**config.mk**
```make
export PLATFORM = sky130hd
export DESIGN_NAME = rffa_quot_cell
export DESIGN_NICKNAME = d
export VERILOG_FILES = /design/src/hw/rtl/rffa_pkg.sv /design/src/hw/rtl/rffa_quot_cell.sv
export SDC_FILE = /design/constraint.sdc
export NUM_CORES = 1
export LEC_CHECK = 0
export ABC_AREA = 0
export BUFFER_PORTS_ARGS = -buffer_cell sky130_fd_sc_hd__buf_2
export CAP_MARGIN = 20
export CELL_PAD_IN_SITES_DETAIL_PLACEMENT = 2
export CELL_PAD_IN_SITES_GLOBAL_PLACEMENT = 2
export CORE_MARGIN = 2
export CORE_UTILIZATION = 24
export DETAILED_ROUTE_END_ITERATION = 10
export PLACE_DENSITY = 0.87
export SLEW_MARGIN = 40
export SYNTH_ARGS = -nofsm -noshare
export SYNTH_HDL_FRONTEND = slang
export SYNTH_SLANG_ARGS = --single-unit
```
**constraint.sdc**
```tcl
create_clock -name i_clk -period 2.8 [get_ports i_clk]
set_input_delay 0.56 -clock i_clk [delete_from_list [all_inputs] [get_ports i_clk]]
set_output_delay 0.56 -clock i_clk [all_outputs]
set_load 0.02 [all_outputs]
```
**src/hw/rtl/rffa_pkg.sv**
```systemverilog
// ============================================================================
// Radial falloff force accumulator: package
// Word types, pipeline carry types, register indexes and depth constants.
// ============================================================================
`default_nettype none

package rffa_pkg;

    localparam int BIN_SHIFT   = 4;
    localparam int FRAC_BITS   = 4;
    localparam int BIN_POS     = FRAC_BITS + BIN_SHIFT;

    // Number of cells in each iterative section of the pipeline.
    localparam int SQRT_STEPS  = 29;
    localparam int FALL_STEPS  = 16;
    localparam int QUOT_STEPS  = 17;
    // Entry, square, distance, two multiply and one output register.
    localparam int LATENCY     = 6 + SQRT_STEPS + FALL_STEPS + QUOT_STEPS;

    localparam logic [2:0] REG_TARGET_X = 3'd0;
    localparam logic [2:0] REG_TARGET_Y = 3'd1;
    localparam logic [2:0] REG_RADIUS   = 3'd2;
    localparam logic [2:0] REG_SCALE    = 3'd3;
    localparam logic [2:0] REG_BINS_X   = 3'd4;
    localparam logic [2:0] REG_BINS_Y   = 3'd5;

    typedef struct packed {
        logic [19:0]        particle_x;
        logic [19:0]        particle_y;
        logic               slot_free;
        logic               force_excluded;
        logic signed [31:0] force_x_in;
        logic signed [31:0] force_y_in;
    } t_item;

    typedef struct packed {
        logic signed [31:0] force_x_out;
        logic signed [31:0] force_y_out;
        logic               force_applied;
        logic               saturated;
    } t_result;

    // Control and pass-through data that rides along every stage.
    typedef struct packed {
        logic               valid;
        logic               act;
        logic               neg_x;
        logic               neg_y;
        logic signed [31:0] fx;
        logic signed [31:0] fy;
    } t_pass;

    // Square root section: two radicand bits are consumed per cell.
    typedef struct packed {
        t_pass       p;
        logic [19:0] mx;
        logic [19:0] my;
        logic [28:0] root;
        logic [31:0] rem;
        logic [57:0] v;
    } t_sq;

    // Falloff section: one quotient bit of (R - dq) / R per cell.
    typedef struct packed {
        t_pass       p;
        logic [19:0] mx;
        logic [19:0] my;
        logic [28:0] dq;
        logic [27:0] rem;
        logic [15:0] q;
    } t_fo;

    // Final division: one quotient bit per cell, x and y lanes side by side.
    typedef struct packed {
        t_pass       p;
        logic [28:0] dq;
        logic [36:0] rem_x;
        logic [36:0] rem_y;
        logic [16:0] low_x;
        logic [16:0] low_y;
        logic [16:0] q_x;
        logic [16:0] q_y;
    } t_qt;

endpackage

`default_nettype wire

```
**src/hw/rtl/rffa_quot_cell.sv**
```systemverilog
// ============================================================================
// Radial falloff force accumulator: force quotient cell
// One long-division step for the x and y force lanes, registered.
// ============================================================================
`default_nettype none

module rffa_quot_cell (
    input  wire               i_clk,
    input  wire               i_rst_n,
    input  rffa_pkg::t_qt     i_cell,
    output rffa_pkg::t_qt     o_cell
);
    import rffa_pkg::*;

    logic [37:0] w_den;
    logic [37:0] w_rx;
    logic [37:0] w_ry;
    logic        w_tx;
    logic        w_ty;
    t_qt         n_cell;
    t_qt         r_cell;

    always_comb begin
        n_cell = i_cell;
        w_den  = {1'b0, i_cell.dq, 8'b0};
        w_rx   = {i_cell.rem_x, i_cell.low_x[16]};
        w_ry   = {i_cell.rem_y, i_cell.low_y[16]};
        w_tx   = (w_rx >= w_den);
        w_ty   = (w_ry >= w_den);
        n_cell.rem_x = w_tx ? 37'(w_rx - w_den) : w_rx[36:0];
        n_cell.rem_y = w_ty ? 37'(w_ry - w_den) : w_ry[36:0];
        n_cell.low_x = {i_cell.low_x[15:0], 1'b0};
        n_cell.low_y = {i_cell.low_y[15:0], 1'b0};
        n_cell.q_x   = {i_cell.q_x[15:0], w_tx};
        n_cell.q_y   = {i_cell.q_y[15:0], w_ty};
    end

    always_ff @(posedge i_clk) begin
        if (!i_rst_n) begin
            r_cell <= '0;
        end else begin
            r_cell <= n_cell;
        end
    end

    assign o_cell = r_cell;

endmodule

`default_nettype wire

```
==> metrics.txt <==
status=finished clean; power per standard cell area=641 nW/um^2; average vias per placed instance=4.73; area grow syn2layout=53.5%; number of placement rows=75; summed instance area of the synthesized netlist=10300 sq um; fraction of synthesized area in multiplexers=0.0166; initial antenna violation count=15; global-route usage over all layers=0.245; via count=10900; clock root buffer=clkbuf_16; number of global-route vias before repair=12100; global routing met1 resource utilization=0.263; proportion of register bits with asynchronous set or reset after synthesis=0; transition time at the pin with the least slew margin=533 ps; worst setup slack before clock tree synthesis=-586 ps; required time of the critical path=3250 ps; total clock sinks=237; horizontal die dimension=211 microns; CTS buffer count=28; Mapped Cells=1098; met2 usage=0.464; number of routed nets with antenna violations=0; floorplan die area=44500 sq um; Max IR drop VDD=0.405 mV; most common cell after layout, fill and taps aside=buf_2; highest-count cells in the layout ignoring fill and taps=buf_2, dfxtp_1, buf_4; fraction of post-synthesis cell area in the top cell type by area=0.462; fraction of the mapped netlist area in adder cells=0.0745; layer with the highest usage=met2; YS warnings=0; routed wire length per instance=24.4 microns; count of buffering cells on the critical path with inverters included=3; Worst Hold Class=in2reg; final cell count without fillers=2313; critical path fanouts, max=5; main combinational cell family by area after synthesis=simple AND/OR/NAND/NOR gates; number of I/O pins=480; fraction of the mapped netlist area in compound gates=0.169; share of final-layout standard cells stronger than drive strength 1=0.433; Top FF cell, synth=dfxtp_1; Period minus WS final=2740 ps; violation count after the first detailed-route iteration=539; Hold Fails Final Rpt=0; data arrival time of the critical path=3180 ps; core region area=42100 sq um; Setup WS post-layout=62.4 ps; Critical Path Source Type=input pin; most area-hungry cell type in the Yosys netlist=dfxtp_1; DRC violations left=0; cts-stage hold buffer count=0; Fmax=0.365 GHz; leakage power figure=7.93 nW; cell with the largest stage delay on the worst path=ha_1; net count reported at finish=2050; Final Wtd Congestion=0.917; placed cell count=2255; basic-gate share of the synthesized area counting and, or, nand and nor cells=0.193; kind of critical path=in2reg; post-layout util=0.375; Critical Path Sink Type=flip-flop; CP cell instances=buf_2 -> inv_1 -> buf_12 -> ha_1 -> nand3b_1 -> nand2_1 -> a41oi_1 -> o311ai_2 -> nand2_1 -> or2_1 -> a41oi_1 -> xnor2_1 -> o22ai_1; number of port buffers=475; maximum number of pins on one net before global-route repair=76; Final Routed Wirelength=56.5 mm; max reg flops=237; hold_sp=i_cell[181]; max capacitance violation total=0; share of synthesized area occupied by flip-flops and latches=0.462; count of pins over their slew limit=0; Yosys reg bits=237; number of enable flip-flop cells after synthesis=0; clock tree from TritonCTS=done; xor/xnor share of the synthesized area=0.0409; total design power=10.1 mW; placed wire-length estimate after detailed placement=45.7 mm; category of cells accounting for the largest share of critical-path delay=compound AO/OA/AOI/OAI gates; grt met3 use=0.0541; maximum number of buffers from clock root to sink=3; clock-pin slew on the worst setup and hold paths=70 ps; starting utilization of the core area=0.244; DR pass1 iterations=4; portion of the clock cycle consumed by the worst path in the final layout=0.978; Min Hold Slack=201 ps; biggest area contributors in the synthesized netlist=dfxtp_1, and2_1, ha_1; setup violation total in the final timing report=0; Critical Path Source=i_cell[144]; number of distinct library cell variants in the gate-level netlist after synthesis=71; relative slew slack=0.642; mean cell area of the mapped netlist=9.36 sq um; H-tree levels=1; first-pass GRT wire length=81.0 mm; largest stage delay on the critical path=400 ps; residual overflow from global routing=0; Chip Height=211 microns
[logic make-up (layout without fill, tap and decap cells)]
group	Yosys count	in the layout
buf+inv	103	774
mux	17	17
xor+xnor	48	48
fa+ha+maj	60	60
simple gates	364	364
compound gates	268	268
other cells	1	6
flops	237	237
[layout make-up]
type | count | area (sq um)
Antenna cell | 4 | 10.0
Clock buffer | 35 | 757
Clock inverter | 16 | 190
Fill cell | 4684 | 26400
Inverter | 51 | 199
Multi-Input combinational cell | 759 | 5220
Sequential cell | 237 | 4740
Tap cell | 539 | 674
Timing Repair Buffer | 672 | 3990
[routing by layer]
metal | part of all wire | up-vias
met2 | 0.52 | 381
met3 | 0.062 | 125
li1 | - | 5071
met5 | 0.0024 | -
met4 | 0.044 | 20
met1 | 0.37 | 5336
[synthesized netlist by cell type, types with 5 or more instances]
master      n
inv_1      50
nand2b_1   11
or3_1       7
o211ai_1   21
mux2i_1    17
nor3_1      9
o22ai_1    12
a211oi_1    8
nor2_1     86
ha_1       58
a211oi_2    6
o21bai_1    8
xor2_1     16
and2_1    150
nand3_1    14
nand4_1    12
a21o_1     24
a21boi_0    5
o21ai_0    54
nand2_1    43
o211a_1     5
xnor2_1    32
o21a_1      8
clkbuf_1   34
dfxtp_1   237
o31ai_1     5
a21oi_1    80
[where the power goes]
group / switching [mW] / leakage [nW] / internal, mW
Clock: 1.58 / 0.449 / 2.20
Sequential: 0.0768 / 1.98 / 3.62
Combinational: 1.54 / 5.51 / 1.08
Total: 3.20 / 7.93 / 6.91
[through the flow]
step,setup TNS (ps),cell area (sq um)
floorplan,0,10400
global placement,-22470,14700
detailed placement,-29080,14700
CTS,0,15700
global route,-11.2,15800
finish,0,15800
[worst paths after layout]
check           to  slack (ps)  cells past startpoint
max    o_cell[103]          60                     13
min    o_cell[181]         200                      2
[what timing repair did]
action / 4_1_cts / 5_1_grt
setup buffers: 1 / 2
gates resized for setup: 3 / 18
setup endpoints to repair: 11 / 52
pin swaps: 0 / 7
Note: power is estimated with default switching activity, not from simulation.
