`src/hw/rtl/rffa_pkg.sv`:
```
// ============================================================================
// Radial falloff force accumulator: package
// Word types, pipeline carry types, register indexes and depth constants.
// ============================================================================
`default_nettype none

package rffa_pkg;

    localparam int BIN_SHIFT   = 4;
    localparam int FRAC_BITS   = 4;
    localparam int BIN_POS     = FRAC_BITS + BIN_SHIFT;

    // Number of cells in each iterative section of the pipeline.
    localparam int SQRT_STEPS  = 29;
    localparam int FALL_STEPS  = 16;
    localparam int QUOT_STEPS  = 17;
    // Entry, square, distance, two multiply and one output register.
    localparam int LATENCY     = 6 + SQRT_STEPS + FALL_STEPS + QUOT_STEPS;

    localparam logic [2:0] REG_TARGET_X = 3'd0;
    localparam logic [2:0] REG_TARGET_Y = 3'd1;
    localparam logic [2:0] REG_RADIUS   = 3'd2;
    localparam logic [2:0] REG_SCALE    = 3'd3;
    localparam logic [2:0] REG_BINS_X   = 3'd4;
    localparam logic [2:0] REG_BINS_Y   = 3'd5;

    typedef struct packed {
        logic [19:0]        particle_x;
        logic [19:0]        particle_y;
        logic               slot_free;
        logic               force_excluded;
        logic signed [31:0] force_x_in;
        logic signed [31:0] force_y_in;
    } t_item;

    typedef struct packed {
        logic signed [31:0] force_x_out;
        logic signed [31:0] force_y_out;
        logic               force_applied;
        logic               saturated;
    } t_result;

    // Control and pass-through data that rides along every stage.
    typedef struct packed {
        logic               valid;
        logic               act;
        logic               neg_x;
        logic               neg_y;
        logic signed [31:0] fx;
        logic signed [31:0] fy;
    } t_pass;

    // Square root section: two radicand bits are consumed per cell.
    typedef struct packed {
        t_pass       p;
        logic [19:0] mx;
        logic [19:0] my;
        logic [28:0] root;
        logic [31:0] rem;
        logic [57:0] v;
    } t_sq;

    // Falloff section: one quotient bit of (R - dq) / R per cell.
    typedef struct packed {
        t_pass       p;
        logic [19:0] mx;
        logic [19:0] my;
        logic [28:0] dq;
        logic [27:0] rem;
        logic [15:0] q;
    } t_fo;

    // Final division: one quotient bit per cell, x and y lanes side by side.
    typedef struct packed {
        t_pass       p;
        logic [28:0] dq;
        logic [36:0] rem_x;
        logic [36:0] rem_y;
        logic [16:0] low_x;
        logic [16:0] low_y;
        logic [16:0] q_x;
        logic [16:0] q_y;
    } t_qt;

endpackage

`default_nettype wire

```
`src/hw/rtl/rffa_sqrt_cell.sv`:
```
// ============================================================================
// Radial falloff force accumulator: square root cell
// One digit step of a restoring integer square root, registered.
// ============================================================================
`default_nettype none

module rffa_sqrt_cell (
    input  wire               i_clk,
    input  wire               i_rst_n,
    input  rffa_pkg::t_sq     i_cell,
    output rffa_pkg::t_sq     o_cell
);
    import rffa_pkg::*;

    logic [31:0] w_rem;
    logic [31:0] w_trial;
    logic        w_take;
    t_sq         n_cell;
    t_sq         r_cell;

    always_comb begin
        n_cell  = i_cell;
        w_rem   = {i_cell.rem[29:0], i_cell.v[57:56]};
        w_trial = {1'b0, i_cell.root, 2'b01};
        w_take  = (w_rem >= w_trial);
        n_cell.v = {i_cell.v[55:0], 2'b00};
        if (w_take) begin
            n_cell.rem  = w_rem - w_trial;
            n_cell.root = {i_cell.root[27:0], 1'b1};
        end else begin
            n_cell.rem  = w_rem;
            n_cell.root = {i_cell.root[27:0], 1'b0};
        end
    end

    always_ff @(posedge i_clk) begin
        if (!i_rst_n) begin
            r_cell <= '0;
        end else begin
            r_cell <= n_cell;
        end
    end

    assign o_cell = r_cell;

endmodule

`default_nettype wire

```
`config.mk`:
```
export PLATFORM = sky130hd
export DESIGN_NAME = rffa_sqrt_cell
export DESIGN_NICKNAME = d
export VERILOG_FILES = /design/src/hw/rtl/rffa_pkg.sv /design/src/hw/rtl/rffa_sqrt_cell.sv
export SDC_FILE = /design/constraint.sdc
export NUM_CORES = 1
export LEC_CHECK = 0
export BUFFER_PORTS_ARGS = -buffer_cell sky130_fd_sc_hd__buf_2
export CAP_MARGIN = 20
export CORE_AREA = 4 4 173 175
export DETAILED_ROUTE_END_ITERATION = 8
export DIE_AREA = 0 0 177 179
export SLEW_MARGIN = 10
export SYNTH_ARGS = -nofsm -noshare
export SYNTH_HDL_FRONTEND = slang
export SYNTH_SLANG_ARGS = --single-unit
```
`constraint.sdc`:
```
create_clock -name i_clk -period 2.9 [get_ports i_clk]
set_input_delay 0.29 -clock i_clk [delete_from_list [all_inputs] [get_ports i_clk]]
set_output_delay 0.29 -clock i_clk [all_outputs]
set_load 0.005 [all_outputs]
```
==> results of run 1 <==
## per-layer routing
metal | track usage (%) | vias to the layer above | share of wire [%]
li1 | - | 4071 | -
met1 | 20.2 | 3760 | 38
met2 | 34.2 | 305 | 50
met3 | 5.15 | 83 | 7.2
met4 | 8.87 | 6 | 5.1
met5 | 0 | - | 0.12
## cells in the mapped netlist (13+ instances only)
library cell and count:
and2_1 168, o21ai_0 22, dfxtp_1 225, inv_1 34
nor2_1 49, ha_1 31, a21o_1 16, a21oi_1 46
nand2_1 59, clkbuf_1 26, xnor2_1 13, nand3_1 16
## worst max-delay path, delay by kind of cell
kind,cells,cell delay (ns)
adders and majority gates,1,0.29
buffers and inverters,3,0.88
AOI/OAI and AO/OA,4,0.72
and+or+nand+nor,4,1.06
## stage by stage
stage	utilization, %	setup slack (ns)	hold WS [ns]	area [sq um]
floorplan	-	0.337	0.412	8210
global placement	38.8	-0.0624	0.492	11000
detailed placement	38.8	-0.0563	0.498	11000
CTS	48.3	0.0100	0.000321	13800
global route	48.7	-0.0491	0.00874	13900
finish	48.7	0.113	0.0139	13900
## power groups by stage
stage          registers, mW  logic [mW]  clock network (mW)
2_1_floorplan           3.45       0.600                   0
3_3_place_gp            3.41        1.23                   0
3_5_place_dp            3.41        1.24                   0
4_1_cts                 3.35        1.46                3.38
5_1_grt                 3.37        1.63                3.51
6_report                3.35        1.49                3.28
## worst max path at each step
stage                start         end  slack, ns  cells after the start
2_1_floorplan  i_cell[107]  o_cell[83]       0.34                     12
3_3_place_gp   i_cell[113]  o_cell[58]      -0.06                     12
3_5_place_dp   i_cell[113]  o_cell[58]      -0.06                     12
4_1_cts         i_cell[60]  o_cell[87]       0.01                     11
5_1_grt        i_cell[100]  o_cell[89]      -0.05                     12
6_report        i_cell[82]  o_cell[87]       0.11                     12
## timing repair
| action | 4_1_cts | 5_1_grt |
|---|---|---|
| resized for setup | 0 | 20 |
| hold endpoints to repair | 187 | 0 |
| hold buffers | 187 | 0 |
| buffers inserted | 0 | 2 |
| endpoints found under the setup margin | 0 | 31 |
## final cells by class
| cell class | count | area share, % |
|---|---|---|
| multi-input combinational | 535 | 25.1 |
| inverter | 35 | 0.947 |
| antenna | 3 | 0.0541 |
| timing repair buffer | 673 | 31.9 |
| tap | 384 | 3.46 |
| sequential | 225 | 32.5 |
| clock buffer | 29 | 4.76 |
| clock inverter | 15 | 1.33 |
## cells by family after synthesis
| kind of cell | share of synthesized area, % |
|---|---|
| AOI/OAI and AO/OA | 10.4 |
| xor gates and xnor gates | 2.35 |
| adders and majority gates | 4.73 |
| buffers and inverters | 3.90 |
| DFF | 54.9 |
| muxes | 0.381 |
| other | 0.0457 |
| and+or+nand+nor | 23.3 |
==> impl_metrics.toml, run 1 <==
[critical_path]
critPathSlowestCell = "dlygate4sd3_1"
critPathArrivalTime_ns = 3.25
cp_slowest_stage_delay_ns = 0.56
start_kind = "primary input"
crit_required_ns = 3.36
path_max_fanout = 20
critPathKind = "in -> reg"
path_cells = "dlygate4sd3_1 -> buf_2 -> ha_1 -> o21a_1 -> nor2b_2 -> o41a_1 -> o21ai_0 -> a22o_1 -> or2_1 -> buf_12 -> or4_1 -> nand4_1"
worst_setup_path_end_kind = "flip-flop"

[power_and_ir_drop]
pwr-share-comb_pct = 18.3
p_per_area_mw_per_mm2 = 585
ir_worst_vdd_mv = 0.384
p_clk_share_pct = 40.4
p_leak_nw = 6.90
switchingPower_mw = 2.06
p_int_mw = 6.06
power.total_mw = 8.12
p_seq_share_pct = 41.3
swShare_pct = 25.4

[grt]
grtUsageTotal_pct = 18.8
antenna_found_initial = 7
grt_pass1_vias = 8318
grt_pass1_wl_mm = 46.9
overflow = 0
grt_max_degree = 101

[min_path]
hp-class = "in -> reg"
holdPathEnd = "o_cell[106]"
hold_path_depth = 3
hp-start = "i_cell[105]"

[layout]
area_growth_pct = 69.2
final_cell_mix = "buf_2 (450), dfxtp_1 (225), dlygate4sd3_1 (187)"
nNetsFinal = 1755
multi_input_comb_area_sq_mm = 0.00348
seqCellArea_sq_mm = 0.00450
drive_gt1_share_pct = 36.6
fillers = 2627
largest_reg_flops = 225
fin_cells = 1899
mostFrequentLayoutCell = "buf_2"

[sta]
fin_crit_sh_pct = 96.1
drv_slew = 0
rsz0062_at_grt = "yes"
max_slew_margin_pct = 51.1
finalSetupTns_ns = 0
setup_violations = 0
max_slew.worst_pin.slew_ns = 0.733
max_freq_mhz = 359
period_needed_ns = 2.79
hold_viol = 0

[floorplan]
io_pins = 456
initial_core_util_pct = 28.8
dieArea_sq_mm = 0.0317
die_h_microns = 179
rows = 62
coreArea_sq_mm = 0.0285
die_w_microns = 177

[synth]
synth-edff-count = 0
ys_seq_elements = 225
yosys.area.top_type = "dfxtp_1"
async_flop_share_pct = 0
synth-warning-count = 0
ys_types = 62
synth.top_cell.area_share_pct = 54.9
synth_ff_type = "dfxtp_1"
ys_seq_area_share_pct = 54.9
synth_area_leaders = "dfxtp_1 (55%), and2_1 (13%), ha_1 (4.7%)"
syn_area_sq_mm = 0.00820
syn_inst = 835
avgSynthCellArea_sq_um = 9.82

[placed_design]
hpwl_mm = 22.8
port_buffers = 451
dp.cells = 1663
gp_congestion = 0.860

[clock_network]
clkTransAtPathRegs_ns = 0.06
htreeDepth = 1
cts_tree = "built"
cts.path.max_buffers = 3
cts_buffers = 25
clock-sinks = 225
ctsRootBufferMaster = "clkbuf_16"

[routing]
viasPerCell = 4.33
drt_iter0_drc = 362
wirelength_mm = 32.4
drc = 0
ant_nets = 0
firstDrtPassIters = 4
vias = 8225
wire_per_inst_microns = 17.1

[flow_run]
drv_cap = 0

[outcome]
status = "complete, no violations"
No activity file was read; power rests on OpenSTA's default activity.
==> run 2, diff against run 1 <==
--- a/config.mk
+++ b/config.mk
@@ -7,9 +7,9 @@
 export LEC_CHECK = 0
 export BUFFER_PORTS_ARGS = -buffer_cell sky130_fd_sc_hd__buf_2
 export CAP_MARGIN = 20
-export CORE_AREA = 4 4 173 175
+export CORE_AREA = 4 4 176 178
 export DETAILED_ROUTE_END_ITERATION = 8
-export DIE_AREA = 0 0 177 179
+export DIE_AREA = 0 0 180 182
 export SLEW_MARGIN = 10
 export SYNTH_ARGS = -nofsm -noshare
 export SYNTH_HDL_FRONTEND = slang
==> constraint.sdc (replaced) <==
create_clock -name i_clk -period 3.45 [get_ports i_clk]
set_input_delay 0.345 -clock i_clk [delete_from_list [all_inputs] [get_ports i_clk]]
set_output_delay 0.345 -clock i_clk [all_outputs]
set_load 0.005 [all_outputs]
==> impl_metrics.toml, run 2 (synthesis results as in run 1) <==
[clock_network]
cts_resized = 0
htreeDepth = 1
cts.path.max_buffers = 3
ctsRootBufferMaster = "clkbuf_16"
cts_buffers = 25
clock-sinks = 225
cts_tree = "built"
clkTransAtPathRegs_ns = 0.06

[critical_path]
path_max_fanout = 18
endpoint = "o_cell[83]"
crit_family = "simple AND/OR/NAND/NOR gates"
cpMostUsedCell = "nor4_1"
cp_slowest_stage_delay_ns = 0.47
path_cells = "buf_2 -> inv_1 -> ha_1 -> a21oi_2 -> o22ai_1 -> o41a_1 -> or2_0 -> nor4_1 -> or2_1 -> buf_12 -> nor4_1 -> nand3b_1"
critPathSlowestCell = "o41a_1"
critPathArrivalTime_ns = 2.95
crit_required_ns = 3.87
crit_buf_inv = 3
startpoint = "i_cell[107]"
start_kind = "primary input"
crit_cells = 12
critPathKind = "in -> reg"
worst_setup_path_end_kind = "flip-flop"

[layout]
mostFrequentLayoutCell = "buf_2"
drive_gt1_share_pct = 36.2
largest_reg_flops = 225
final_cell_mix = "buf_2 (450), dfxtp_1 (225), and2_1 (168)"
final_util_pct = 43.9
multi_input_comb_area_sq_mm = 0.00338
seqCellArea_sq_mm = 0.00450
area_growth_pct = 57.4
nNetsFinal = 1655
fillers = 2867

[routing]
viasPerCell = 4.29
wl_met3_mm = 2.40
drt_iter0_drc = 285
ant_nets = 0
wl_met1_mm = 11.5
wirelength_mm = 30.4
highest_layer = "met5"
vias = 7761
wire_per_inst_microns = 16.8
drc = 0
met2_length_mm = 15.1
firstDrtPassIters = 5

[sta]
finalSetupTns_ns = 0
max_slew.worst_pin.slew_ns = 0.632
setup_violations = 0
fin_crit_sh_pct = 73.2
whs_ns = 0.0191
setup_ws_ns = 0.924
rsz0062_at_grt = "no"
hold_viol = 0
drv_slew = 0
max_slew_margin_pct = 57.8
max_freq_mhz = 396
period_needed_ns = 2.53

[grt]
antenna_found_initial = 5
grt_max_degree = 83
grtUsageTotal_pct = 17.6
overflow = 0
grt_pass1_vias = 7931
grt_pass1_wl_mm = 45.9

[floorplan]
io_pins = 456
rows = 63
dieArea_sq_mm = 0.0328
die_h_microns = 182
initial_core_util_pct = 27.9
die_w_microns = 180
coreArea_sq_mm = 0.0294

[placed_design]
gp_congestion = 0.868
hpwl_mm = 22.6
port_buffers = 451
dp_slack_ns = 0.381

[power_and_ir_drop]
p_leak_nw = 6.46
p_per_area_mw_per_mm2 = 528
power.total_mw = 6.82
ir_worst_vdd_mv = 0.367

[outcome]
status = "complete, no violations"

[flow_run]
drv_cap = 0

[min_path]
hp-class = "in -> reg"
[run 2: changes by cell type in the layout (fill, tap and decap cells not counted), sizes merged]
cell and delta:
clkinvlp +1, clkinv -7, inv -1, dlygate4sd3 -75, buf -25, clkbuf +9
diode +1
[run 2: through the flow]
stage | instances | cell area [sq um]
2_1_floorplan | 836 | 8210
3_3_place_gp | 1646 | 10900
3_5_place_dp | 1646 | 10900
4_1_cts | 1804 | 12900
5_1_grt | 1807 | 12900
6_report | 1808 | 12900
[run 2: metal layers]
layer  GRT usage [%]  up-vias
met5               0        -
met4            7.10        4
met3            5.71       62
met2            31.6      306
met1            19.3     3512
li1                -     3877
[run 2: how the worst min path moves through the flow]
stage | from | to | slack [ns] | cells past startpoint
floorplan | i_cell[177] | o_cell[177] | 0.47 | 1
global placement | i_cell[148] | o_cell[148] | 0.55 | 2
detailed placement | i_cell[146] | o_cell[146] | 0.55 | 2
CTS | i_cell[199] | o_cell[199] | 0.00004 | 2
global route | i_cell[129] | o_cell[129] | 0.003 | 2
finish | i_cell[157] | o_cell[157] | 0.02 | 2
[run 2: final cells by class]
type / count / area share [%]
antenna: 4 / 0.0775
timing repair buffer: 573 / 27.0
clock buffer: 38 / 5.77
clock inverter: 8 / 1.27
multi-input combinational: 535 / 26.2
inverter: 35 / 1.02
sequential: 225 / 34.9
tap: 390 / 3.78
[run 2: repair_timing]
item	4_1_cts	5_1_grt
hold buffers	112	0
hold endpoints to repair	112	0
setup endpoints to repair	0	0
setup buffers	0	0
[run 2: where the power goes]
group          internal, mW  leakage (nW)  switching (mW)
sequential             2.77          1.87          0.0402
clock                  1.80         0.436            1.10
combinational         0.551          4.15           0.557
==> run 3, diff against run 2 <==
--- a/config.mk
+++ b/config.mk
@@ -7,9 +7,9 @@
 export LEC_CHECK = 0
 export BUFFER_PORTS_ARGS = -buffer_cell sky130_fd_sc_hd__buf_2
 export CAP_MARGIN = 20
-export CORE_AREA = 4 4 176 178
+export CORE_AREA = 4 4 173 175
 export DETAILED_ROUTE_END_ITERATION = 8
-export DIE_AREA = 0 0 180 182
+export DIE_AREA = 0 0 177 179
 export SLEW_MARGIN = 10
 export SYNTH_ARGS = -nofsm -noshare
 export SYNTH_HDL_FRONTEND = slang
==> constraint.sdc (replaced) <==
create_clock -name i_clk -period 2.4 [get_ports i_clk]
set_input_delay 0.24 -clock i_clk [delete_from_list [all_inputs] [get_ports i_clk]]
set_output_delay 0.24 -clock i_clk [all_outputs]
set_load 0.005 [all_outputs]
==> impl_metrics.toml, run 3 (synthesis results as in run 1) <==
[power_and_ir_drop]
p_seq_share_pct = 41.7
p_leak_nw = 7.28
p_per_area_mw_per_mm2 = 667
ir_worst_vdd_mv = 0.409
pwr-share-comb_pct = 20.4
p_int_mw = 7.27
p_clk_share_pct = 37.9
switchingPower_mw = 2.46
swShare_pct = 25.3

[outcome]
status = "complete, no violations"

[layout]
drive_gt1_share_pct = 38.5
final_area_sq_mm = 0.0146
area_growth_pct = 77.8
mostFrequentLayoutCell = "buf_2"
final_cell_mix = "buf_2 (450), dfxtp_1 (225), dlygate4sd3_1 (205)"
largest_reg_flops = 225
nNetsFinal = 1845
fin_cells = 1988

[grt]
grtUsageTotal_pct = 20.1
grt_pass1_wl_mm = 50.1
grt_max_degree = 49
overflow = 0
antenna_found_initial = 6
grt_pass1_vias = 9036

[routing]
vias = 8599
wirelength_mm = 34.1
wire_per_inst_microns = 17.2
drt_iter0_drc = 283
ant_nets = 0
drc = 0
viasPerCell = 4.33
firstDrtPassIters = 4

[sta]
period_needed_ns = 2.28
max_freq_mhz = 439
setup_violations = 0
rsz0062_at_grt = "no"
drv_slew = 0
setup_ws_ns = 0.123
whs_ns = 0.0271
hold_viol = 0
fin_crit_sh_pct = 94.9

[critical_path]
cp_slowest_stage_delay_ns = 0.41
path_max_fanout = 15
path_cells = "buf_2 -> inv_1 -> buf_12 -> ha_4 -> a211oi_2 -> nor2b_4 -> o41a_1 -> or2_0 -> nor4_1 -> buf_4 -> nor2_2 -> buf_12 -> a211oi_1"
critPathSlowestCell = "o41a_1"
critPathArrivalTime_ns = 2.69
crit_required_ns = 2.81
cpMostUsedCell = "buf_12"
crit_buf_inv = 5
critPathKind = "in -> reg"
start_kind = "primary input"
worst_setup_path_end_kind = "flip-flop"
crit_cells = 13
crit_family = "compound AO/OA/AOI/OAI gates"

[clock_network]
htreeDepth = 1
cts.path.max_buffers = 3
cts_buffers = 25
clock-sinks = 225
post_cts_buffers = 0
clkTransAtPathRegs_ns = 0.06
cts_tree = "built"
ctsRootBufferMaster = "clkbuf_16"

[floorplan]
die_h_microns = 179
dieArea_sq_mm = 0.0317
initial_core_util_pct = 28.8
io_pins = 456
die_w_microns = 177
coreArea_sq_mm = 0.0285
rows = 62

[placed_design]
gp_congestion = 0.860
dp.cells = 1737
place_area_sq_mm = 0.0117
port_buffers = 451
dp_slack_ns = -0.409
hpwl_mm = 24.3

[min_path]
hold_path_depth = 3
hp-start = "i_cell[64]"
hp-class = "in -> reg"
holdPathEnd = "o_cell[66]"

[flow_run]
drv_cap = 0
-- run 3: cell types whose count changed in the layout (fill, tap and decap cells not counted), moves of 7 or more --
cell           delta
buf_4            +94
dlygate4sd3_1    +93
ha_1              -8
ha_4              +7
-- run 3: stage by stage --
step	utilization, %	power [mW]	TNS [ns]
CTS	51.2	9.85	0
floorplan	-	4.93	0
finish	51.2	9.73	0
global route	51.2	10.2	0
detailed placement	41.2	5.82	-9.83
global placement	41.2	5.80	-8.93
-- run 3: power groups by stage --
stage	sequential, mW	combinational (mW)	clock (mW)
2_1_floorplan	4.17	0.760	0
3_3_place_gp	4.13	1.68	0
3_5_place_dp	4.13	1.69	0
4_1_cts	4.05	1.98	3.82
5_1_grt	4.08	2.17	3.95
6_report	4.06	1.98	3.69
-- run 3: area by class of cell --
cell class	count	area [sq um]
diodes	3	7.51
clock buffers	38	734
clock inverters	5	55.1
fillers	2585	13900
inverters	35	131
multi-input cells	535	3490
flip-flops and latches	225	4500
well taps	384	480
repair buffers	763	5180
-- run 3: worst max path at each step --
stage | slack (ns) | endpoint | from
2_1_floorplan | 0.0009 | o_cell[83] | i_cell[114]
5_1_grt | 0.02 | o_cell[77] | i_cell[113]
4_1_cts | 0.12 | o_cell[89] | i_cell[92]
3_3_place_gp | -0.36 | o_cell[89] | i_cell[92]
3_5_place_dp | -0.41 | o_cell[87] | i_cell[114]
6_report | 0.12 | o_cell[59] | i_cell[113]
-- run 3: what timing repair did --
action                                 4_1_cts  5_1_grt
gates resized for setup                      0        5
endpoints found under the hold margin      205        0
setup endpoints to repair                    0        3
hold buffers                               205        0
-- run 3: worst min-delay path, cell delays in order --
cell,delay [ns]
buf_2,0.11
nor2_1,0.09
a211oi_1,0.05
-- run 3: per-layer routing --
metal	vias up	wire length (microns)	track usage, %
met4	6	1710	9.45
met2	325	17100	36.7
met1	3933	12500	20.9
met3	89	2780	6.26
li1	4246	-	-
met5	-	46	0
