### config.mk
export PLATFORM = sky130hd
export DESIGN_NAME = rffa_fall_cell
export DESIGN_NICKNAME = d
export VERILOG_FILES = /design/src/hw/rtl/rffa_pkg.sv /design/src/hw/rtl/rffa_fall_cell.sv
export SDC_FILE = /design/constraint.sdc
export NUM_CORES = 1
export LEC_CHECK = 0
export BUFFER_PORTS_ARGS = -buffer_cell sky130_fd_sc_hd__buf_2
export CORE_AREA = 2 2 150 152
export CTS_CLUSTER_DIAMETER = 120
export DETAILED_ROUTE_END_ITERATION = 8
export DIE_AREA = 0 0 152 154
export GPL_TIMING_DRIVEN = 0
export PLACE_DENSITY = 0.67
export SLEW_MARGIN = 20
export SYNTH_ARGS = -nofsm -noshare
export SYNTH_HDL_FRONTEND = slang
export SYNTH_SLANG_ARGS = --single-unit
### constraint.sdc
create_clock -name i_clk -period 3 [get_ports i_clk]
set_input_delay 0.3 -clock i_clk [delete_from_list [all_inputs] [get_ports i_clk]]
set_output_delay 0.3 -clock i_clk [all_outputs]
set_load 0.03 [all_outputs]
### src/hw/rtl/rffa_pkg.sv
// ============================================================================
// Radial falloff force accumulator: package
// Word types, pipeline carry types, register indexes and depth constants.
// ============================================================================
`default_nettype none

package rffa_pkg;

    localparam int BIN_SHIFT   = 4;
    localparam int FRAC_BITS   = 4;
    localparam int BIN_POS     = FRAC_BITS + BIN_SHIFT;

    // Number of cells in each iterative section of the pipeline.
    localparam int SQRT_STEPS  = 29;
    localparam int FALL_STEPS  = 16;
    localparam int QUOT_STEPS  = 17;
    // Entry, square, distance, two multiply and one output register.
    localparam int LATENCY     = 6 + SQRT_STEPS + FALL_STEPS + QUOT_STEPS;

    localparam logic [2:0] REG_TARGET_X = 3'd0;
    localparam logic [2:0] REG_TARGET_Y = 3'd1;
    localparam logic [2:0] REG_RADIUS   = 3'd2;
    localparam logic [2:0] REG_SCALE    = 3'd3;
    localparam logic [2:0] REG_BINS_X   = 3'd4;
    localparam logic [2:0] REG_BINS_Y   = 3'd5;

    typedef struct packed {
        logic [19:0]        particle_x;
        logic [19:0]        particle_y;
        logic               slot_free;
        logic               force_excluded;
        logic signed [31:0] force_x_in;
        logic signed [31:0] force_y_in;
    } t_item;

    typedef struct packed {
        logic signed [31:0] force_x_out;
        logic signed [31:0] force_y_out;
        logic               force_applied;
        logic               saturated;
    } t_result;

    // Control and pass-through data that rides along every stage.
    typedef struct packed {
        logic               valid;
        logic               act;
        logic               neg_x;
        logic               neg_y;
        logic signed [31:0] fx;
        logic signed [31:0] fy;
    } t_pass;

    // Square root section: two radicand bits are consumed per cell.
    typedef struct packed {
        t_pass       p;
        logic [19:0] mx;
        logic [19:0] my;
        logic [28:0] root;
        logic [31:0] rem;
        logic [57:0] v;
    } t_sq;

    // Falloff section: one quotient bit of (R - dq) / R per cell.
    typedef struct packed {
        t_pass       p;
        logic [19:0] mx;
        logic [19:0] my;
        logic [28:0] dq;
        logic [27:0] rem;
        logic [15:0] q;
    } t_fo;

    // Final division: one quotient bit per cell, x and y lanes side by side.
    typedef struct packed {
        t_pass       p;
        logic [28:0] dq;
        logic [36:0] rem_x;
        logic [36:0] rem_y;
        logic [16:0] low_x;
        logic [16:0] low_y;
        logic [16:0] q_x;
        logic [16:0] q_y;
    } t_qt;

endpackage

`default_nettype wire

### src/hw/rtl/rffa_fall_cell.sv
// ============================================================================
// Radial falloff force accumulator: falloff divider cell
// One restoring division step of the falloff fraction, registered.
// ============================================================================
`default_nettype none

module rffa_fall_cell (
    input  wire               i_clk,
    input  wire               i_rst_n,
    input  wire  [27:0]       i_rr,
    input  rffa_pkg::t_fo     i_cell,
    output rffa_pkg::t_fo     o_cell
);
    import rffa_pkg::*;

    logic [28:0] w_rem;
    logic [28:0] w_diff;
    logic        w_take;
    t_fo         n_cell;
    t_fo         r_cell;

    always_comb begin
        n_cell = i_cell;
        w_rem  = {i_cell.rem, 1'b0};
        w_diff = w_rem - {1'b0, i_rr};
        w_take = (w_rem >= {1'b0, i_rr});
        n_cell.rem = w_take ? w_diff[27:0] : w_rem[27:0];
        n_cell.q   = {i_cell.q[14:0], w_take};
    end

    always_ff @(posedge i_clk) begin
        if (!i_rst_n) begin
            r_cell <= '0;
        end else begin
            r_cell <= n_cell;
        end
    end

    assign o_cell = r_cell;

endmodule

`default_nettype wire

==> results_dict.tcl, run 1 <==
set metrics [dict create \
    status "finished, final reports clean" \
    die_w_um 152 \
    ys_types 58 \
    ctsHoldBuffers 0 \
    syn_to_final_growth_pct 43.65 \
    grt_use_total 0.1824 \
    firstDrtPassIters 4 \
    placementRows 54 \
    dp_hpwl_um 17790 \
    grt-ovfl-total 0 \
    place_ws_ns -0.2023 \
    drv_slew 0 \
    start_util 0.3074 \
    cp.required_ns 3.30 \
    synthesis.instances 646 \
    rsz0062_at_grt "no" \
    design_area_um2 9578 \
    ys.flop_type "dfxtp_1" \
    cp_common_cell "buf_12" \
    fin_ws_ns 0.2845 \
    io_pins 392 \
    seq_area_frac_synth 0.5434 \
    max-slew-margin-rel 0.5521 \
    synth_top_area_share 0.5434 \
    powerDensity_nw_per_um2 639.9 \
    p_leak_nw 4.946 \
    clkTransAtPathRegs_ns 0.08 \
    grt_max_degree 21 \
    grt_pass1_wl_um 32960 \
    syn_avg_cell_area_um2 10.32 \
    crit_slowest_cell "a221oi_1" \
    drive_gt1_frac 0.4157 \
    utilization 0.4416 \
    drv_cap 0 \
    syn_area_um2 6668 \
    final_nets 1295 \
    largest_reg_flops 181 \
    htree_num_levels 4 \
    synth_top_area_cell "dfxtp_1" \
    synth_area_leaders "dfxtp_1, and2_1, ha_1" \
    fin_crit_ns 2.715 \
    startpoint_type "input pin" \
    cts_resized 0 \
    finalHoldViolations 0 \
    wirelength_um 21820 \
    routed_via_density 4.350 \
    wl_per_cell_um 16.18 \
    ir_worst_vdd_mv 0.2898 \
    ys_warn_count 0 \
    coreArea_um2 21690 \
    drtIter0Drc 219 \
    tightest_slew_ns 0.6635 \
    place.gp.congestion 0.8865 \
    path_class "in -> reg" \
    tritoncts "yes" \
    hold_class "in -> reg" \
    max_freq_mhz 368.3 \
    antenna_found_initial 3 \
    cp_max_fo 10 \
    ys_seq_elements 181 \
    setup.worst_path.end_class "flip-flop" \
    synthArstFlopShare 0 \
    setup_violations 0 \
    vias 5868 \
    tns_ns 0 \
    cts_buffer_depth 2 \
    cts_made_buffers 17 \
    place.port_buffers 390 \
    dpl_cell_area_um2 8970 \
    grt_pass1_vias 5909 \
    worstPathArrival_ns 3.01 \
    synth_fp_nets 886 \
    worstPathCellList "buf_2, inv_1, ha_1, a21oi_1, o21ai_1, a221oi_1, a32oi_2, o21ai_2, or2_4, buf_12, buf_12, mux2i_1, nor2_1" \
    ant_nets 0 \
    clkSinkCount 181 \
    dieArea_um2 23410 \
    post_cts_buffers 0 \
    root_buffer "clkbuf_16" \
    die_h_um 154 \
    period_share 0.9052 \
    drc 0 \
    power_w 0.006128 \
    cp_slowest_stage_delay_ns 0.54 \
    synth_edf_count 0 \
]
## worst max-delay path: cells and delay by family
family                   cells  cell delay, ns
AO/OA/AOI/OAI                5            1.44
buffers and inverters        4            0.40
adder cells (fa/ha/maj)      1            0.39
AND/OR/NAND/NOR              2            0.24
multiplexers                 1            0.22
## synth_stat cells (2+ instances only)
master	n
and3_1	3
nand3_1	10
o21ai_0	11
xnor2_1	10
clkbuf_1	19
mux2i_1	19
o21bai_1	2
a41oi_1	2
nand2_1	21
a21oi_1	19
o21ai_1	4
buf_12	2
a21oi_2	3
o21a_1	5
o31ai_1	4
nor3_1	8
ha_1	28
nand2b_1	3
a31oi_1	3
inv_1	37
o311ai_0	3
buf_2	2
xor2_1	11
nor2b_1	5
or2_2	2
or3_1	4
clkbuf_2	2
nor4_1	3
nor2_1	30
a21o_1	8
and2_1	154
dfxtp_1	181
nand3b_1	3
## final cells by class
cell class / count / area (µm²)
Timing Repair Buffer: 390 / 1952
Sequential cell: 181 / 3623
Clock inverter: 15 / 180.2
Tap cell: 280 / 350.3
Antenna cell: 1 / 2.502
Inverter: 37 / 138.9
Multi-Input combinational cell: 402 / 2763
Fill cell: 2149 / 12110
Clock buffer: 17 / 425.4
Buffer: 26 / 142.6
## layout by cell type (no fill, tap or decap), types with 17 or more instances in the layout
master | netlist | final
buf_2 | 2 | 392
dfxtp_1 | 181 | 181
and2_1 | 154 | 154
inv_1 | 37 | 37
nor2_1 | 30 | 30
ha_1 | 28 | 28
nand2_1 | 21 | 21
clkbuf_1 | 19 | 19
a21oi_1 | 19 | 19
mux2i_1 | 19 | 19
clkbuf_16 | 0 | 17
## routing by layer
metal  GRT usage  part of all wire  up-vias
met4     0.04984             0.015        4
met1      0.2040              0.39     2658
met5           0            0.0012        -
met3     0.05637             0.072       25
li1            -                 -     2941
met2      0.3346              0.52      240
## report_power, final
part	switching (W)	internal (W)	leakage [nW]
Combinational	0.000793	0.000480	3.14
Sequential	0.0000390	0.00257	1.51
Clock	0.00112	0.00113	0.295
## stage by stage
| stage | std cells | hold WS, ns |
|---|---|---|
| after global placement | 1316 | 0.5054 |
| final | 1349 | 0.07516 |
| after global routing | 1348 | 0.05030 |
| after detailed placement | 1316 | 0.5083 |
| after floorplan | 646 | 0.4273 |
| after CTS | 1348 | 0.04975 |
## path summary, 6_finish.rpt
kind,slack [ns],startpoint,to,depth (start not counted)
max,0.28,i_rr[8],o_cell[32]$_SDFF_PN0_,13
min,0.08,i_cell[134],o_cell[134]$_SDFF_PN0_,2
## logic make-up after synthesis
kind of cell,share of synthesized area
mux,0.02852
xor+xnor,0.02758
flops,0.5434
simple gates,0.2212
compound gates,0.08145
buf+inv,0.04222
fa+ha+maj,0.05555
Power figures use the tool's default switching activity.
==> run 2, diff against run 1 <==
--- a/config.mk
+++ b/config.mk
@@ -5,13 +5,13 @@
 export SDC_FILE = /design/constraint.sdc
 export NUM_CORES = 1
 export LEC_CHECK = 0
-export BUFFER_PORTS_ARGS = -buffer_cell sky130_fd_sc_hd__buf_2
-export CORE_AREA = 2 2 150 152
+export CORE_AREA = 2 2 154 156
 export CTS_CLUSTER_DIAMETER = 120
 export DETAILED_ROUTE_END_ITERATION = 8
-export DIE_AREA = 0 0 152 154
+export DIE_AREA = 0 0 156 158
+export DONT_BUFFER_PORTS = 1
 export GPL_TIMING_DRIVEN = 0
-export PLACE_DENSITY = 0.67
+export PLACE_DENSITY = 0.5
 export SLEW_MARGIN = 20
 export SYNTH_ARGS = -nofsm -noshare
 export SYNTH_HDL_FRONTEND = slang
==> run 2 against run 1 <==
Against the previous run: via count down 14%; worst setup slack better by 0.053 ns; sequential cell count unchanged; clock power increased by 4%; power is 0.17% lower; cell area is 4.4% lower; first-iteration DRC count decreased by 3.7%; core utilization fell by 4.4 points; cell count down 17%; fmax up 2.0%; sequential share of layout area grew 1.7 points; hold slack got worse by 0.058 ns.
==> results_dict.tcl, run 2 (synthesis results as in run 1) <==
set metrics [dict create \
    cts_buffer_depth 2 \
    cp_common_cell "buf_12" \
    worstPathCellList "inv_1, ha_1, a21oi_2, o21ai_1, a221oi_1, a32oi_2, o21ai_2, or2_4, buf_12, buf_12, mux2i_1, nor2_1" \
    wl_per_cell_um 19.92 \
    post_cts_buffers 0 \
    diodes 0 \
    final_common_cell "dfxtp_1" \
    drv_slew 0 \
    htree_num_levels 4 \
    die_w_um 156 \
    dieArea_um2 24650 \
    ant_nets 0 \
    tightest_slew_ns 0.7036 \
    finalHoldViolations 0 \
    root_buffer "clkbuf_16" \
    fin_cells 1118 \
    cp_max_fo 10 \
    max-slew-margin-rel 0.5310 \
    clkSinkCount 181 \
    crit_start "i_rr[6]" \
    worstPathArrival_ns 2.95 \
    p_comb_frac 0.127 \
    crit_family "compound AO/OA/AOI/OAI gates" \
    syn_to_final_growth_pct 37.32 \
    ir_worst_vdd_mv 0.2352 \
    status "finished, final reports clean" \
    placementRows 56 \
    rsz0062_at_grt "no" \
    clkTransAtPathRegs_ns 0.08 \
    crit_slowest_cell "a221oi_1" \
    clockPowerShare 0.383 \
    final_nets 1055 \
    vias 5070 \
    cp.required_ns 3.29 \
    fin_crit_ns 2.662 \
    grt_pass1_wl_um 31570 \
    largest_reg_flops 181 \
    setup_violations 0 \
    grt_pass1_vias 5233 \
    max_freq_mhz 375.6 \
    drtIter0Drc 211 \
    p_leak_nw 3.893 \
    drive_gt1_frac 0.06522 \
    dp_hpwl_um 16230 \
    p_int_w 0.004195 \
    crit_buf_inv 3 \
    drc 0 \
    startpoint_type "input pin" \
    p_sw_frac 0.3144 \
    routed_via_density 4.535 \
    io_pins 392 \
    final_cell_mix "dfxtp_1, and2_1, dlygate4sd3_1, inv_1, nor2_1" \
    power_w 0.006118 \
    numPlacedInstances 936 \
    tns_ns 0 \
    grt-ovfl-total 0 \
    power_switching_w 0.001923 \
    grt_use_total 0.1714 \
    hold_class "in -> reg" \
    tritoncts "yes" \
    cts_made_buffers 17 \
    grt_max_degree 21 \
    drv_cap 0 \
    seqPwrFrac 0.491 \
    start_util 0.2892 \
    min_from "i_cell[30]" \
    cp_slowest_stage_delay_ns 0.57 \
    period_share 0.8874 \
    powerDensity_nw_per_um2 668.2 \
    place.port_buffers 0 \
    path_class "in -> reg" \
    wirelength_um 22280 \
    firstDrtPassIters 4 \
    setup.worst_path.end_class "flip-flop" \
    place.gp.congestion 0.7407 \
    coreArea_um2 23050 \
    antenna_found_initial 0 \
    die_h_um 158 \
]
## run 2: cell count changes in the layout (fill, tap and decap cells not counted)
cell           delta
clkinv_4          -2
clkinv_8          -1
diode_2           -1
inv_6             +1
bufinv_16         +1
inv_8             +1
dlygate4sd3_1   +150
clkinv_2          -1
clkinvlp_4        +1
buf_2           -390
## run 2: final timing paths
kind,slack [ns],cells after the start,to
setup / recovery,0.34,12,o_cell[33]$_SDFF_PN0_
hold / removal,0.02,2,o_cell[31]$_SDFF_PN0_
## run 2: timing repair
item | in CTS | in global routing
endpoints found under the hold margin | 143 | 7
resized for setup | 0 | 0
hold buffers | 143 | 7
## run 2: metrics by stage
stage               hold slack (ns)  setup WS [ns]  area (µm²)    util
CTS                      0.00002834         0.2657        9086  0.3942
global route               0.005147        0.05558        9156  0.3972
detailed placement           0.4303        -0.1666        7030  0.3050
global placement             0.4275        -0.1715        7030  0.3050
finish                      0.01690         0.3379        9156  0.3972
floorplan                    0.4273         0.4698        6668       -
## run 2: power groups by stage
stage	Sequential (W)	Combinational (W)	Clock, W
after floorplan	0.00300	0.000495	0
after global placement	0.00306	0.000612	0
after detailed placement	0.00306	0.000611	0
after CTS	0.00300	0.000771	0.00241
after global routing	0.00301	0.000864	0.00251
final	0.00300	0.000775	0.00234
## run 2: area by class of cell
cell class	instances	area (µm²)
clock inverter	15	198.9
clock buffer	17	425.4
sequential	181	3623
fill	2241	13900
multi-input combinational	402	2763
buffer	26	142.6
timing repair buffer	150	1501
tap	290	362.8
inverter	37	138.9
## run 2: per-layer routing
layer	up-vias	part of all wire	track usage
met5	-	0	0
met4	0	0.033	0.08475
met3	31	0.077	0.06241
met2	228	0.52	0.3049
met1	2353	0.37	0.1791
li1	2458	-	-
==> run 3, diff against run 2 <==
--- a/config.mk
+++ b/config.mk
@@ -5,13 +5,13 @@
 export SDC_FILE = /design/constraint.sdc
 export NUM_CORES = 1
 export LEC_CHECK = 0
-export CORE_AREA = 2 2 154 156
+export CORE_AREA = 5 5 148 150
 export CTS_CLUSTER_DIAMETER = 120
 export DETAILED_ROUTE_END_ITERATION = 8
-export DIE_AREA = 0 0 156 158
+export DIE_AREA = 0 0 153 155
 export DONT_BUFFER_PORTS = 1
 export GPL_TIMING_DRIVEN = 0
-export PLACE_DENSITY = 0.5
+export PLACE_DENSITY = 0.54
 export SLEW_MARGIN = 20
 export SYNTH_ARGS = -nofsm -noshare
 export SYNTH_HDL_FRONTEND = slang
==> run 3 against run 2 <==
Against the previous run: via count fell by 1.5%; critical path depth is the same; fmax shrank 4.2%; worst setup slack got worse by 0.12 ns; hold slack better by 0.0065 ns; highest routed layer unchanged; critical endpoint is now o_cell[42]$_SDFF_PN0_; sequential share of layout area up 0.97 points.
==> results_dict.tcl, run 3 (synthesis results as in run 1) <==
set metrics [dict create \
    status "finished, final reports clean" \
    largest_reg_flops 181 \
    finalHoldViolations 0 \
    seqPwrFrac 0.495 \
    clkTransAtPathRegs_ns 0.08 \
    vias 4996 \
    wirelength_um 22790 \
    start_util 0.3243 \
    placementRows 53 \
    worstPathArrival_ns 3.04 \
    drtIter0Drc 187 \
    dp_hpwl_um 17630 \
    tightest_slew_ns 0.6990 \
    path_class "in -> reg" \
    routed_via_density 4.609 \
    coreArea_um2 20560 \
    firstDrtPassIters 4 \
    cp.required_ns 3.26 \
    fin_crit_ns 2.780 \
    cts_made_buffers 17 \
    clockPowerShare 0.378 \
    syn_to_final_growth_pct 34.04 \
    post_cts_buffers 0 \
    htree_num_levels 4 \
    final_cell_mix "dfxtp_1, and2_1, dlygate4sd3_1, inv_1, nor2_1" \
    dieArea_um2 23720 \
    final_nets 1035 \
    clkSinkCount 181 \
    drv_cap 0 \
    setup_violations 0 \
    antenna_found_initial 0 \
    cp_max_fo 10 \
    ctsHoldBuffers 128 \
    p_leak_nw 3.808 \
    grt_pass1_vias 5357 \
    drv_slew 0 \
    cts_buffer_depth 2 \
    drc 0 \
    p_int_w 0.004111 \
    root_buffer "clkbuf_16" \
    min_from "i_cell[132]" \
    grt_use_total 0.1863 \
    startpoint_type "input pin" \
    p_comb_frac 0.127 \
    max-slew-margin-rel 0.5281 \
    ir_worst_vdd_mv 0.3059 \
    wl_per_cell_um 21.02 \
    grt_pass1_wl_um 33870 \
    utilization 0.4348 \
    io_pins 392 \
    setup.worst_path.end_class "flip-flop" \
    cts_resized 0 \
    fill_cells 1954 \
    die_h_um 155 \
    p_sw_frac 0.3197 \
    die_w_um 153 \
    power_switching_w 0.001932 \
    drive_gt1_frac 0.06683 \
    powerDensity_nw_per_um2 676.2 \
    hold_class "in -> reg" \
    final_common_cell "dfxtp_1" \
    crit_start "i_rr[6]" \
    rsz0062_at_grt "no" \
    grt-ovfl-total 0 \
    fin_ws_ns 0.2202 \
    place.gp.congestion 0.9087 \
    tritoncts "yes" \
    period_share 0.9266 \
    grt_max_degree 22 \
    ant_nets 0 \
    place_ws_ns -0.2362 \
    max_freq_mhz 359.7 \
    place.port_buffers 0 \
]
## run 3: cell count changes in the layout (fill, tap and decap cells not counted), moves of 2 or more
cell	before	now
dlygate4sd3_1	150	130
clkinv_4	1	3
inv_8	4	2
inv_12	1	3
## run 3: through the flow
step | instances | setup TNS (ns) | total power [W] | hold slack [ns] | cell area [µm²]
after floorplan | 646 | 0 | 0.003497 | 0.4273 | 6668
after global placement | 921 | -1.941 | 0.003670 | 0.4277 | 7012
after detailed placement | 921 | -2.993 | 0.003675 | 0.4303 | 7012
after CTS | 1081 | 0 | 0.006120 | 0.00007114 | 8915
after global routing | 1083 | 0 | 0.006319 | 0.001349 | 8935
final | 1084 | 0 | 0.006043 | 0.02340 | 8937
## run 3: per-layer routing
| layer | vias up | GRT usage | share of wire |
|---|---|---|---|
| met2 | 234 | 0.3176 | 0.50 |
| met1 | 2325 | 0.2178 | 0.40 |
| met4 | 0 | 0.06152 | 0.024 |
| li1 | 2409 | - | - |
| met5 | - | 0 | 0 |
| met3 | 28 | 0.06926 | 0.074 |
## run 3: worst paths after layout
check | to | slack (ns) | cells past startpoint
worst max-delay path | o_cell[42]$_SDFF_PN0_ | 0.22 | 12
worst min-delay path | o_cell[132]$_SDFF_PN0_ | 0.02 | 1
## run 3: layout make-up
type | instances | area (µm²) | area share
clock inverter | 15 | 196.4 | 0.02198
tap | 275 | 344.1 | 0.03850
timing repair buffer | 130 | 1301 | 0.1456
buffer | 26 | 142.6 | 0.01596
sequential | 181 | 3623 | 0.4054
inverter | 37 | 138.9 | 0.01554
antenna | 1 | 2.502 | 0.0002800
multi-input combinational | 402 | 2763 | 0.3091
clock buffer | 17 | 425.4 | 0.04760
## run 3: power groups by stage
stage | Clock [W] | Sequential [W] | Combinational (W)
finish | 0.00228 | 0.00299 | 0.000766
global route | 0.00246 | 0.00301 | 0.000847
CTS | 0.00236 | 0.00300 | 0.000765
detailed placement | 0 | 0.00306 | 0.000620
global placement | 0 | 0.00306 | 0.000612
floorplan | 0 | 0.00300 | 0.000495
## run 3: worst max-delay path, stage by stage
cell and delay, ns:
inv_1 0.02, ha_1 0.36, a21oi_2 0.18, o21ai_1 0.12, a221oi_1 0.60, a32oi_2 0.34, o21ai_2 0.34, or2_4 0.19
buf_12 0.14, buf_6 0.16, nand3_1 0.09, o311ai_0 0.19
